--- config.mk ---
export PLATFORM = sky130hd
export DESIGN_NAME = gscs_ctrl
export DESIGN_NICKNAME = d
export VERILOG_FILES = /design/src/design/gscs_pkg.sv /design/src/design/gscs_ctrl.sv
export SDC_FILE = /design/constraint.sdc
export NUM_CORES = 1
export LEC_CHECK = 0
export BUFFER_PORTS_ARGS = -buffer_cell sky130_fd_sc_hd__buf_2
export CORE_MARGIN = 1
export CORE_UTILIZATION = 50
export DETAILED_ROUTE_END_ITERATION = 12
export PLACE_DENSITY = 0.71
export SLEW_MARGIN = 15
export SYNTH_ARGS = -nofsm -noshare
export SYNTH_HDL_FRONTEND = slang
export SYNTH_SLANG_ARGS = --single-unit
--- constraint.sdc ---
create_clock -name i_clk -period 3.9 [get_ports i_clk]
set_input_delay 0.39 -clock i_clk [delete_from_list [all_inputs] [get_ports i_clk]]
set_output_delay 0.39 -clock i_clk [all_outputs]
set_load 0.01 [all_outputs]
--- src/design/gscs_pkg.sv ---
// Shared types, constants and the sigmoid lookup table for the graded synapse step.
// Used by the channel interfaces, the controller, the datapath and the top level.
package gscs_pkg;

    localparam int HILL_POWER         = 2;
    localparam int SIGMOID_TABLE_BITS = 10;

    localparam int TAB_LEN   = (1 << SIGMOID_TABLE_BITS) + 1;
    localparam int IDX_W     = SIGMOID_TABLE_BITS + 1;
    localparam int FRAC_BITS = 20 - SIGMOID_TABLE_BITS;

    localparam int PW_CNT_W  = (HILL_POWER > 1) ? $clog2(HILL_POWER) : 1;
    localparam int DIV_STEPS = 17;
    localparam int DIV_CNT_W = 5;

    localparam int CFG_IDX_W  = 3;
    localparam int CFG_DATA_W = 48;

    // Configuration register indexes
    localparam logic [CFG_IDX_W-1:0] CFG_SIG_BASE    = 3'd0;
    localparam logic [CFG_IDX_W-1:0] CFG_SIG_SPAN    = 3'd1;
    localparam logic [CFG_IDX_W-1:0] CFG_SIG_SLOPE   = 3'd2;
    localparam logic [CFG_IDX_W-1:0] CFG_SIG_OFFSET  = 3'd3;
    localparam logic [CFG_IDX_W-1:0] CFG_AVAIL_DECAY = 3'd4;
    localparam logic [CFG_IDX_W-1:0] CFG_DRIVE_DECAY = 3'd5;
    localparam logic [CFG_IDX_W-1:0] CFG_HILL_HALF   = 3'd6;
    localparam logic [CFG_IDX_W-1:0] CFG_GBAR        = 3'd7;

    typedef struct packed {
        logic signed [31:0] pre_voltage;
        logic signed [31:0] ca_fast_current;
        logic signed [31:0] ca_slow_current;
        logic signed [31:0] post_voltage;
        logic signed [31:0] reversal_potential;
    } t_in_item;

    typedef struct packed {
        logic        [30:0] conductance;
        logic signed [31:0] syn_current;
        logic        [16:0] hill_ratio;
    } t_out_item;

    typedef enum logic [4:0] {
        S_IDLE, S_M_ARG, S_ARG, S_RD_A, S_RD_B, S_M_INT, S_SIG, S_M_SPAN, S_TGT,
        S_M_AV1, S_M_AV2, S_AV, S_ICA, S_M_DR1, S_M_DR2, S_DR,
        S_M_PL, S_M_PH, S_PW, S_DEN, S_NORM, S_DIV,
        S_M_COND, S_COND, S_M_CUR, S_CUR
    } t_state;

    typedef enum logic [4:0] {
        OP_NONE, OP_LOAD, OP_M_ARG, OP_ARG, OP_RD_A, OP_RD_B, OP_M_INT, OP_SIG,
        OP_M_SPAN, OP_TGT, OP_M_AV1, OP_M_AV2, OP_AV, OP_ICA, OP_M_DR1, OP_M_DR2,
        OP_DR, OP_M_PL, OP_M_PH, OP_PW, OP_DEN, OP_NORM, OP_DIV,
        OP_M_COND, OP_COND, OP_M_CUR, OP_CUR
    } t_op;

    typedef struct packed {
        t_op  op;
        logic first;
    } t_cmd;

    typedef struct packed {
        logic den_big;
        logic out_busy;
    } t_status;

    typedef logic [16:0] t_tab [TAB_LEN];

    // Shift-subtract divide, evaluated only while building the table
    function automatic logic [63:0] udiv64(input logic [63:0] num, input logic [63:0] den);
        logic [64:0] rem;
        logic [63:0] q;
        rem = '0;
        q   = '0;
        for (int i = 63; i >= 0; i--) begin
            rem = {rem[63:0], num[i]};
            if (rem >= {1'b0, den}) begin
                rem  = rem - {1'b0, den};
                q[i] = 1'b1;
            end
        end
        return q;
    endfunction

    // Logistic 1/(1+exp(x)) sampled over [-8, 8] in Q0.16
    function automatic t_tab build_sig_tab();
        t_tab         tab;
        logic [63:0]  term;
        logic [63:0]  pos;
        logic [63:0]  neg;
        logic [63:0]  r;
        logic [63:0]  e;
        logic [63:0]  den;
        logic [63:0]  q;
        logic [127:0] prod;
        int           sh;
        int           half;
        sh   = SIGMOID_TABLE_BITS - 4;
        half = 1 << (SIGMOID_TABLE_BITS - 1);
        term = 64'd1 << 32;
        pos  = term;
        neg  = '0;
        for (int n = 1; n <= 12; n++) begin
            term = udiv64(term >> sh, 64'(n));
            if ((n % 2) == 1) begin
                neg = neg + term;
            end else begin
                pos = pos + term;
            end
        end
        r = pos - neg;
        e = 64'd1 << 32;
        for (int m = 0; m <= half; m++) begin
            den = (64'd1 << 32) + e;
            q = udiv64((e << 16) + (den >> 1), den);
            tab[half + m] = q[16:0];
            q = udiv64((64'd1 << 48) + (den >> 1), den);
            tab[half - m] = q[16:0];
            prod = {64'd0, e} * {64'd0, r} + (128'd1 << 31);
            e = prod[95:32];
        end
        return tab;
    endfunction

    localparam t_tab SIG_TAB = build_sig_tab();

endpackage

--- src/design/gscs_ctrl.sv ---
// Controller of the graded synapse step: sequences the datapath one step per state.
// Depends on gscs_pkg for state, command and status types.
module gscs_ctrl (
    input  logic              i_clk,
    input  logic              i_rst_n,
    input  logic              i_in_valid,
    output logic              o_in_ready,
    input  gscs_pkg::t_status i_status,
    output gscs_pkg::t_cmd    o_cmd
);
    import gscs_pkg::*;

    localparam logic [PW_CNT_W-1:0]  PW_LAST  = PW_CNT_W'(HILL_POWER - 1);
    localparam logic [DIV_CNT_W-1:0] DIV_LAST = DIV_CNT_W'(DIV_STEPS - 1);

    t_state                r_state;
    t_state                n_state;
    logic [PW_CNT_W-1:0]   r_pw_cnt;
    logic [DIV_CNT_W-1:0]  r_div_cnt;

    // State register
    always_ff @(posedge i_clk) begin
        if (!i_rst_n) begin
            r_state <= S_IDLE;
        end else begin
            r_state <= n_state;
        end
    end

    // Count power iterations and divide steps
    always_ff @(posedge i_clk) begin
        if (!i_rst_n) begin
            r_pw_cnt  <= '0;
            r_div_cnt <= '0;
        end else begin
            case (r_state)
                S_DR:    r_pw_cnt  <= '0;
                S_PW:    r_pw_cnt  <= r_pw_cnt + 1'b1;
                S_NORM:  r_div_cnt <= '0;
                S_DIV:   r_div_cnt <= r_div_cnt + 1'b1;
                default: ;
            endcase
        end
    end

    // Next state
    always_comb begin
        n_state = r_state;
        case (r_state)
            S_IDLE:   if (i_in_valid) n_state = S_M_ARG;
            S_M_ARG:  n_state = S_ARG;
            S_ARG:    n_state = S_RD_A;
            S_RD_A:   n_state = S_RD_B;
            S_RD_B:   n_state = S_M_INT;
            S_M_INT:  n_state = S_SIG;
            S_SIG:    n_state = S_M_SPAN;
            S_M_SPAN: n_state = S_TGT;
            S_TGT:    n_state = S_M_AV1;
            S_M_AV1:  n_state = S_M_AV2;
            S_M_AV2:  n_state = S_AV;
            S_AV:     n_state = S_ICA;
            S_ICA:    n_state = S_M_DR1;
            S_M_DR1:  n_state = S_M_DR2;
            S_M_DR2:  n_state = S_DR;
            S_DR:     n_state = S_M_PL;
            S_M_PL:   n_state = S_M_PH;
            S_M_PH:   n_state = S_PW;
            S_PW:     n_state = (r_pw_cnt == PW_LAST) ? S_DEN : S_M_PL;
            S_DEN:    n_state = S_NORM;
            S_NORM:   n_state = i_status.den_big ? S_NORM : S_DIV;
            S_DIV:    n_state = (r_div_cnt == DIV_LAST) ? S_M_COND : S_DIV;
            S_M_COND: n_state = S_COND;
            S_COND:   n_state = S_M_CUR;
            S_M_CUR:  n_state = S_CUR;
            S_CUR:    n_state = i_status.out_busy ? S_CUR : S_IDLE;
            default:  n_state = S_IDLE;
        endcase
    end

    // Command outputs
    always_comb begin
        o_in_ready  = 1'b0;
        o_cmd.op    = OP_NONE;
        o_cmd.first = 1'b0;
        case (r_state)
            S_IDLE: begin
                o_in_ready = 1'b1;
                if (i_in_valid) o_cmd.op = OP_LOAD;
            end
            S_M_ARG:  o_cmd.op = OP_M_ARG;
            S_ARG:    o_cmd.op = OP_ARG;
            S_RD_A:   o_cmd.op = OP_RD_A;
            S_RD_B:   o_cmd.op = OP_RD_B;
            S_M_INT:  o_cmd.op = OP_M_INT;
            S_SIG:    o_cmd.op = OP_SIG;
            S_M_SPAN: o_cmd.op = OP_M_SPAN;
            S_TGT:    o_cmd.op = OP_TGT;
            S_M_AV1:  o_cmd.op = OP_M_AV1;
            S_M_AV2:  o_cmd.op = OP_M_AV2;
            S_AV:     o_cmd.op = OP_AV;
            S_ICA:    o_cmd.op = OP_ICA;
            S_M_DR1:  o_cmd.op = OP_M_DR1;
            S_M_DR2:  o_cmd.op = OP_M_DR2;
            S_DR:     o_cmd.op = OP_DR;
            S_M_PL:   o_cmd.op = OP_M_PL;
            S_M_PH:   o_cmd.op = OP_M_PH;
            S_PW:     o_cmd.op = OP_PW;
            S_DEN:    o_cmd.op = OP_DEN;
            S_NORM:   o_cmd.op = OP_NORM;
            S_DIV: begin
                o_cmd.op    = OP_DIV;
                o_cmd.first = (r_div_cnt == '0);
            end
            S_M_COND: o_cmd.op = OP_M_COND;
            S_COND:   o_cmd.op = OP_COND;
            S_M_CUR:  o_cmd.op = OP_M_CUR;
            S_CUR:    o_cmd.op = i_status.out_busy ? OP_NONE : OP_CUR;
            default:  o_cmd.op = OP_NONE;
        endcase
    end

endmodule

==> flow_summary.yaml, run 1 <==
power:
  ir_drop_uv: 206
  finalPower_uw: 251
  p_comb_share_pct: 18.2
  p_sw_uw: 72.8
  p_per_area_nw_per_um2: 293
  p_leak_uw: 0.000332
  clkPwrFrac_pct: 32.3
  swShare_pct: 29.0
  p_int_uw: 178
  seq_power_share_pct: 49.5
clock_network:
  cts_hold_buf: 0
  cts-htree-levels: 1
  cts.clk_slew.worst_paths_ns: 0.07
  postCtsResizedCells: 0
  cts_buffer_depth: 2
  cts_setup_buffers: 0
  numCtsBuffers: 3
  cts_tree: "yes"
  cts.sinks: 11
  worstSkewPairLatency_ns: 0.28
  cts_root_buf: "clkbuf_4"
final_layout:
  fill_cells: 162
  final_area_um2: 858
  final_cell_mix: "nand2_1, buf_2, dfxtp_1"
  mostFrequentLayoutCell: "nand2_1"
  nets: 121
  area_delta_synth_final_pct: 2.08
  drive_gt1_share_pct: 20.4
  antenna_cells: 0
critical_path:
  r2r.worst_path.cells: 4
  rrSetupSlack_ns: 2.18
  cp.required_ns: 3.51
  reg2reg_to: "r_div_cnt[2]"
  path_max_fanout: 16
  worstSetupPathType: "flip-flop to primary output"
  reg2reg_from: "r_state[4]"
  critPathCaptureType: "primary output"
  cp-start-kind: "flip-flop"
  worstPathArrival_ns: 1.76
routing:
  drc_errors: 0
  drtAntennaViolNets: 0
  finalWirelength_um: 1640
  routedWlPerCell_um: 12.7
  vias: 756
  drtIter0Drc: 28
  via_per_inst: 5.86
  firstDrtPassIters: 4
timing:
  post-route-period-util_pct: 55.1
  hold_viol_final: 0
  max_slew_margin_pct: 64.5
  fmax_mhz: 465
  maxSlewViolCount: 0
  fin_crit_ns: 2.15
  setup_viol_count_final: 0
  setup_tns_ns: 0
  finalClockSkew_ns: 0.00326
  rsz0062_at_grt: "false"
  worst_pin_slew_ns: 0.532
placed_design:
  placed_cell_area_um2: 832
  dp_hpwl_um: 1190
  routabilityCongestion: 0.852
  port_buffers: 11
synth:
  seq_area_frac_synth_pct: 26.2
  syn_area_um2: 841
  synth_warnings: 0
  syn_inst: 106
  avgSynthCellArea_um2: 7.93
  ys_ff_latch: 11
  syn-num-nets: 113
  ys_types: 39
grt:
  grt_max_degree: 17
  grt_use_total_pct: 21.5
  grt_pass1_vias: 680
  antenna_found_initial: 0
  grt_pass1_wl_um: 2950
  grt-ovfl-total: 0
floorplan:
  start_util_pct: 54.5
  num_rows: 14
  die_area_um2: 1850
  coreArea_um2: 1540
  die_w_um: 43.0
  fp.dieH_um: 43.0
  io_pins: 12
hold_path:
  whs_endpoint: "r_pw_cnt"
  min_from: "i_rst_n"
  min_path_type: "input port to flip-flop"
  hold_path_depth: 2
status:
  outcome: "completed"
flow_run:
  drv_cap: 0
[power by group through the flow]
stage | clock, µW | combinational [µW] | sequential, µW
floorplan | 0 | 43.8 | 120
global placement | 0 | 45.0 | 127
detailed placement | 0 | 45.9 | 127
CTS | 84.1 | 46.2 | 124
global route | 88.8 | 50.4 | 126
finish | 81.0 | 45.8 | 124
[area by class of cell]
class                           count  area (µm²)  area share (%)
Sequential cell                    11         220            25.7
Timing Repair Buffer               11        55.1            6.41
Clock buffer                        4        26.3            3.06
Inverter                            4        15.0            1.75
Multi-Input combinational cell     83         522            60.8
Tap cell                           16        20.0            2.33
[Yosys cell counts]
master / number / area share, %
a211o_2: 1 / 1.2
a21boi_0: 3 / 2.7
a21oi_1: 9 / 5.4
a221oi_1: 1 / 1.0
and2_1: 2 / 1.5
and2_2: 1 / 0.89
and3_1: 1 / 0.74
and4bb_2: 1 / 1.5
buf_2: 1 / 0.59
buf_4: 2 / 1.8
buf_6: 1 / 1.3
clkbuf_8: 3 / 4.9
clkdlybuf4s50_2: 1 / 1.3
dfxtp_1: 11 / 26
ha_1: 2 / 3.0
inv_1: 4 / 1.8
nand2_1: 14 / 6.2
nand2b_1: 2 / 1.5
nand3_1: 8 / 4.8
nand4bb_1: 1 / 1.3
nor2_1: 5 / 2.2
nor2b_1: 2 / 1.5
nor3_1: 4 / 2.4
nor3b_1: 1 / 0.89
o211a_1: 1 / 1.2
o21a_1: 2 / 1.8
o21ai_0: 9 / 5.4
o22ai_1: 1 / 0.74
o311ai_4: 1 / 3.1
o32ai_1: 1 / 1.0
or2_4: 1 / 1.0
or2b_2: 1 / 1.0
or3_1: 1 / 0.74
or3_2: 1 / 0.89
or3_4: 1 / 1.3
or3b_2: 1 / 1.0
or4_1: 1 / 0.89
xnor2_1: 2 / 2.1
xor2_1: 1 / 1.0
[critical path: stages, from the launching register on]
cell,delay (ns)
dfxtp_1,0.62
nand2_1,0.20
or3_2,0.47
nand2_1,0.08
buf_2,0.12
[flip-flops by register name, indices dropped and copies added, names as in the netlist]
register and count:
r_div_cnt 5, r_pw_cnt 1, r_state 5
[stage by stage]
| step | setup slack [ns] | hold slack, ns | cells | utilization [%] |
|---|---|---|---|---|
| floorplan | 2.38 | 0.471 | 106 | - |
| global placement | 2.08 | 0.487 | 125 | 54.0 |
| detailed placement | 2.04 | 0.496 | 125 | 54.0 |
| CTS | 1.75 | 0.443 | 129 | 55.7 |
| global route | 1.63 | 0.448 | 129 | 55.7 |
| finish | 1.75 | 0.441 | 129 | 55.7 |
[routing by layer]
layer | vias to the layer above | wire length [µm] | part of all wire, % | track usage, %
li1 | 385 | - | - | -
met1 | 349 | 709 | 43 | 27.8
met2 | 17 | 816 | 50 | 33.0
met3 | 5 | 70 | 4.3 | 3.83
met4 | 0 | 40 | 2.4 | 12.7
met5 | - | 0 | 0 | 0
[worst max-delay path by stage]
stage / slack, ns / end / cells past startpoint / start
after floorplan: 2.38 / o_cmd[1] / 3 / r_state[2]
after global placement: 2.08 / o_cmd[4] / 4 / r_state[0]
after detailed placement: 2.04 / o_cmd[4] / 4 / r_state[0]
after CTS: 1.75 / o_cmd[4] / 4 / r_state[0]
after global routing: 1.63 / o_cmd[4] / 4 / r_state[0]
final: 1.75 / o_cmd[4] / 4 / r_state[0]
[kinds of logic after synthesis]
kind of cell / share of synthesized area [%]
compound gates: 23.5
simple gates: 32.4
fa+ha+maj: 2.98
buf+inv: 11.8
xor+xnor: 3.13
flops: 26.2
Power figures use the tool's default switching activity.
==> run 2, diff against run 1 <==
==> constraint.sdc (replaced) <==
create_clock -name i_clk -period 2.04 [get_ports i_clk]
set_input_delay 0.204 -clock i_clk [delete_from_list [all_inputs] [get_ports i_clk]]
set_output_delay 0.204 -clock i_clk [all_outputs]
set_load 0.01 [all_outputs]
==> flow_summary.yaml, run 2 (same netlist as run 1, synthesis figures left out) <==
timing:
  setup_tns_ns: 0
  setup_viol_count_final: 0
  maxSlewViolCount: 0
  hold_viol_final: 0
  fmax_mhz: 527
  fin_crit_ns: 1.90
  hold_ws_ns: 0.261
  finalClockSkew_ns: 0.0123
  worst_slack_ns: 0.143
  post-route-period-util_pct: 93.0
  worst_pin_slew_ns: 0.382
  max_slew_margin_pct: 74.3
  rsz0062_at_grt: "false"
routing:
  firstDrtPassIters: 4
  drc_errors: 0
  vias: 762
  routedWlPerCell_um: 12.8
  finalWirelength_um: 1680
  drtAntennaViolNets: 0
  via_per_inst: 5.82
  drtIter0Drc: 11
placed_design:
  routabilityCongestion: 0.853
  dp_cells: 127
  dp_hpwl_um: 1210
  dp_slack_ns: 0.435
  port_buffers: 11
hold_path:
  min_path_type: "input port to flip-flop"
final_layout:
  drive_gt1_share_pct: 22.6
  fill_cells: 157
  reg.largest.list: "r_div_cnt: 5 flops, r_state: 5 flops, r_pw_cnt: 1 flops"
  final_cell_mix: "nand2_1, buf_2, dfxtp_1"
  post-route-util_pct: 56.7
  nets: 123
  mostFrequentLayoutCell: "nand2_1"
  area_delta_synth_final_pct: 4.02
  layout.cells.non_filler: 131
  antenna_cells: 0
grt:
  antenna_found_initial: 0
  grt_max_degree: 17
  grt_use_total_pct: 20.1
  grt_pass1_vias: 680
  grt_pass1_wl_um: 2840
  grt-ovfl-total: 0
critical_path:
  worstPathArrival_ns: 1.69
  critPathCaptureType: "primary output"
  path_max_fanout: 12
  worstSetupPathType: "flip-flop to primary output"
  cp-start-kind: "flip-flop"
  cp.required_ns: 1.84
floorplan:
  fp.dieH_um: 43.0
  num_rows: 14
  coreArea_um2: 1540
  io_pins: 12
  die_w_um: 43.0
  die_area_um2: 1850
  start_util_pct: 54.5
clock_network:
  cts_root_buf: "clkbuf_4"
  cts.sinks: 11
  cts_tree: "yes"
  cts.clk_slew.worst_paths_ns: 0.08
  worstSkewPairLatency_ns: 0.28
  numCtsBuffers: 3
  cts-htree-levels: 1
  cts_buffer_depth: 2
flow_run:
  drv_cap: 0
power:
  clkPwrFrac_pct: 32.4
  seq_power_share_pct: 47.4
  p_comb_share_pct: 20.2
  ir_drop_uv: 370
  p_int_uw: 344
  p_per_area_nw_per_um2: 554
  p_sw_uw: 141
  swShare_pct: 29.1
  p_leak_uw: 0.000342
status:
  outcome: "completed"
run 2: final timing paths:
check / start / endpoint / slack (ns) / cells after the start
min: i_status[1] / r_state[0] / 0.26 / 4
max reg2reg: r_state[1] / r_state[1] / 0.46 / 4
max: r_state[1] / o_cmd[1] / 0.14 / 4
min reg2reg: r_div_cnt[1] / r_div_cnt[1] / 0.51 / 2
run 2: cell type report:
type	instances	area, µm²	share of cell area (%)
sequential	11	221	25.3
timing repair buffer	13	70.1	8.01
multi-input combinational	83	522	59.7
tap	16	20.0	2.29
inverter	4	15.0	1.72
clock buffer	4	26.3	3.00
run 2: metrics by stage:
step	total power, µW	instance area, µm²
2_1_floorplan	314	841
5_1_grt	506	875
3_3_place_gp	331	847
4_1_cts	485	873
6_report	485	875
3_5_place_dp	333	847
run 2: power groups by stage:
| stage | Clock [µW] | Combinational, µW | Sequential (µW) |
|---|---|---|---|
| 2_1_floorplan | 0 | 83.7 | 230 |
| 6_report | 157 | 97.9 | 230 |
| 4_1_cts | 157 | 98.4 | 229 |
| 3_3_place_gp | 0 | 96.6 | 235 |
| 5_1_grt | 168 | 107 | 231 |
| 3_5_place_dp | 0 | 98.3 | 235 |
run 2: critical path, cell delays in order (launching register included):
cell     delay (ns)
dfxtp_1        0.42
or2_4          0.30
or4_1          0.39
and3_1         0.17
buf_2          0.13
run 2: layer usage:
layer / vias to the layer above / global-route usage (%) / wire (µm)
li1: 391 / - / -
met1: 359 / 25.0 / 783
met3: 2 / 2.55 / 40
met4: 0 / 9.09 / 15
met5: - / 0 / 0
met2: 10 / 34.2 / 839
run 2: what timing repair did:
| item | 4_1_cts | 5_1_grt |
|---|---|---|
| gates resized for setup | 0 | 1 |
| hold buffers | 0 | 0 |
| setup endpoints to repair | 0 | 1 |
| setup buffers | 0 | 0 |
==> run 3, diff against run 2 <==
--- a/config.mk
+++ b/config.mk
@@ -5,11 +5,10 @@
 export SDC_FILE = /design/constraint.sdc
 export NUM_CORES = 1
 export LEC_CHECK = 0
-export BUFFER_PORTS_ARGS = -buffer_cell sky130_fd_sc_hd__buf_2
 export CORE_MARGIN = 1
 export CORE_UTILIZATION = 50
 export DETAILED_ROUTE_END_ITERATION = 12
-export PLACE_DENSITY = 0.71
+export DONT_BUFFER_PORTS = 1
 export SLEW_MARGIN = 15
 export SYNTH_ARGS = -nofsm -noshare
 export SYNTH_HDL_FRONTEND = slang
==> flow_summary.yaml, run 3 (same netlist as run 1, synthesis figures left out) <==
status:
  outcome: "completed"
clock_network:
  cts_hold_buf: 0
  cts.clk_slew.worst_paths_ns: 0.07
  worstSkewPairLatency_ns: 0.28
  cts-htree-levels: 1
  cts_root_buf: "clkbuf_4"
  cts_buffer_depth: 2
  cts_setup_buffers: 0
  cts_tree: "yes"
  cts.sinks: 11
  postCtsResizedCells: 0
  numCtsBuffers: 3
critical_path:
  cp.required_ns: 1.84
  critPathCaptureType: "primary output"
  r2r.worst_path.cells: 4
  worstSetupPathType: "flip-flop to primary output"
  path_max_fanout: 13
  slowest_delay_ns: 0.54
  rrSetupSlack_ns: 0.43
  cp-start-kind: "flip-flop"
  reg2reg_from: "r_state[2]"
  reg2reg_to: "r_state[0]"
  cp_slowest_cell: "dfxtp_1"
  worstPathCellList: "or2b_2 -> or3_1 -> nand2_1"
  worstPathArrival_ns: 1.63
hold_path:
  min_path_type: "input port to flip-flop"
  hold_path_depth: 1
  min_from: "i_rst_n"
  whs_endpoint: "r_state[2]"
placed_design:
  dp_hpwl_um: 1130
  dp_slack_ns: 0.334
  port_buffers: 0
  routabilityCongestion: 0.758
routing:
  finalWirelength_um: 1620
  vias: 699
  drc_errors: 0
  via_per_inst: 5.87
  drtIter0Drc: 20
  firstDrtPassIters: 4
  routedWlPerCell_um: 13.6
  drtAntennaViolNets: 0
final_layout:
  reg.largest.list: "r_div_cnt: 5 flops, r_state: 5 flops, r_pw_cnt: 1 flops"
  nets: 111
  mostFrequentLayoutCell: "nand2_1"
  final_cell_mix: "nand2_1, dfxtp_1, o21ai_0, a21oi_1, nand3_1"
  drive_gt1_share_pct: 13.6
  fill_cells: 151
  antenna_cells: 0
  area_delta_synth_final_pct: -3.42
floorplan:
  die_area_um2: 1850
  io_pins: 12
  fp.dieH_um: 43.0
  die_w_um: 43.0
  start_util_pct: 54.5
  num_rows: 14
  coreArea_um2: 1540
power:
  finalPower_uw: 459
  p_leak_uw: 0.000288
  p_per_area_nw_per_um2: 566
  ir_drop_uv: 327
timing:
  maxSlewViolCount: 0
  max_slew_margin_pct: 68.7
  post-route-period-util_pct: 90.0
  fmax_mhz: 545
  rsz0062_at_grt: "false"
  worst_pin_slew_ns: 0.468
  setup_viol_count_final: 0
  worst_slack_ns: 0.205
  setup_tns_ns: 0
  finalClockSkew_ns: 0.00260
  hold_ws_ns: 0.0458
  fin_crit_ns: 1.84
  hold_viol_final: 0
flow_run:
  drv_cap: 0
grt:
  grt_pass1_wl_um: 2880
  grt_max_degree: 17
  grt_use_total_pct: 21.2
  antenna_found_initial: 0
  grt-ovfl-total: 0
  grt_pass1_vias: 621
-- run 3: cell type report --
cell class,instances,area (µm²),share of cell area [%]
multi-input cells,83,522,64.3
repair buffers,1,7.51,0.924
clock buffers,4,26.3,3.24
flip-flops and latches,11,221,27.3
well taps,16,20.0,2.47
inverters,4,15.0,1.85
-- run 3: critical path, delay by kind of cell, from the launching register on --
family | cells | cell delay, ns
and+or+nand+nor | 3 | 0.82
DFF | 1 | 0.54
-- run 3: metal layers --
metal,routed length (µm),up-vias,track usage [%]
li1,-,368,-
met1,831,306,32.0
met2,656,18,26.4
met3,83,7,5.11
met4,51,0,12.7
met5,0,-,0
-- run 3: stage by stage --
stage	instance area, µm²	utilization [%]	instances
after global routing	812	52.7	119
after global placement	785	50.9	115
after CTS	811	52.6	119
after floorplan	841	-	106
final	812	52.7	119
after detailed placement	785	50.9	115
-- run 3: where the power goes --
part           switching (µW)  internal, µW
combinational            38.4          37.0
sequential               13.1           220
clock                    74.7          76.0
-- run 3: worst max-delay path by stage --
stage / start / end / slack (ns)
2_1_floorplan: r_state[2] / o_cmd[1] / 0.71
3_3_place_gp: r_state[4] / r_state[0] / 0.36
3_5_place_dp: r_state[4] / r_state[0] / 0.33
4_1_cts: r_state[4] / o_cmd[0] / 0.1
5_1_grt: r_state[2] / o_cmd[0] / 0.07
6_report: r_state[3] / o_cmd[5] / 0.20
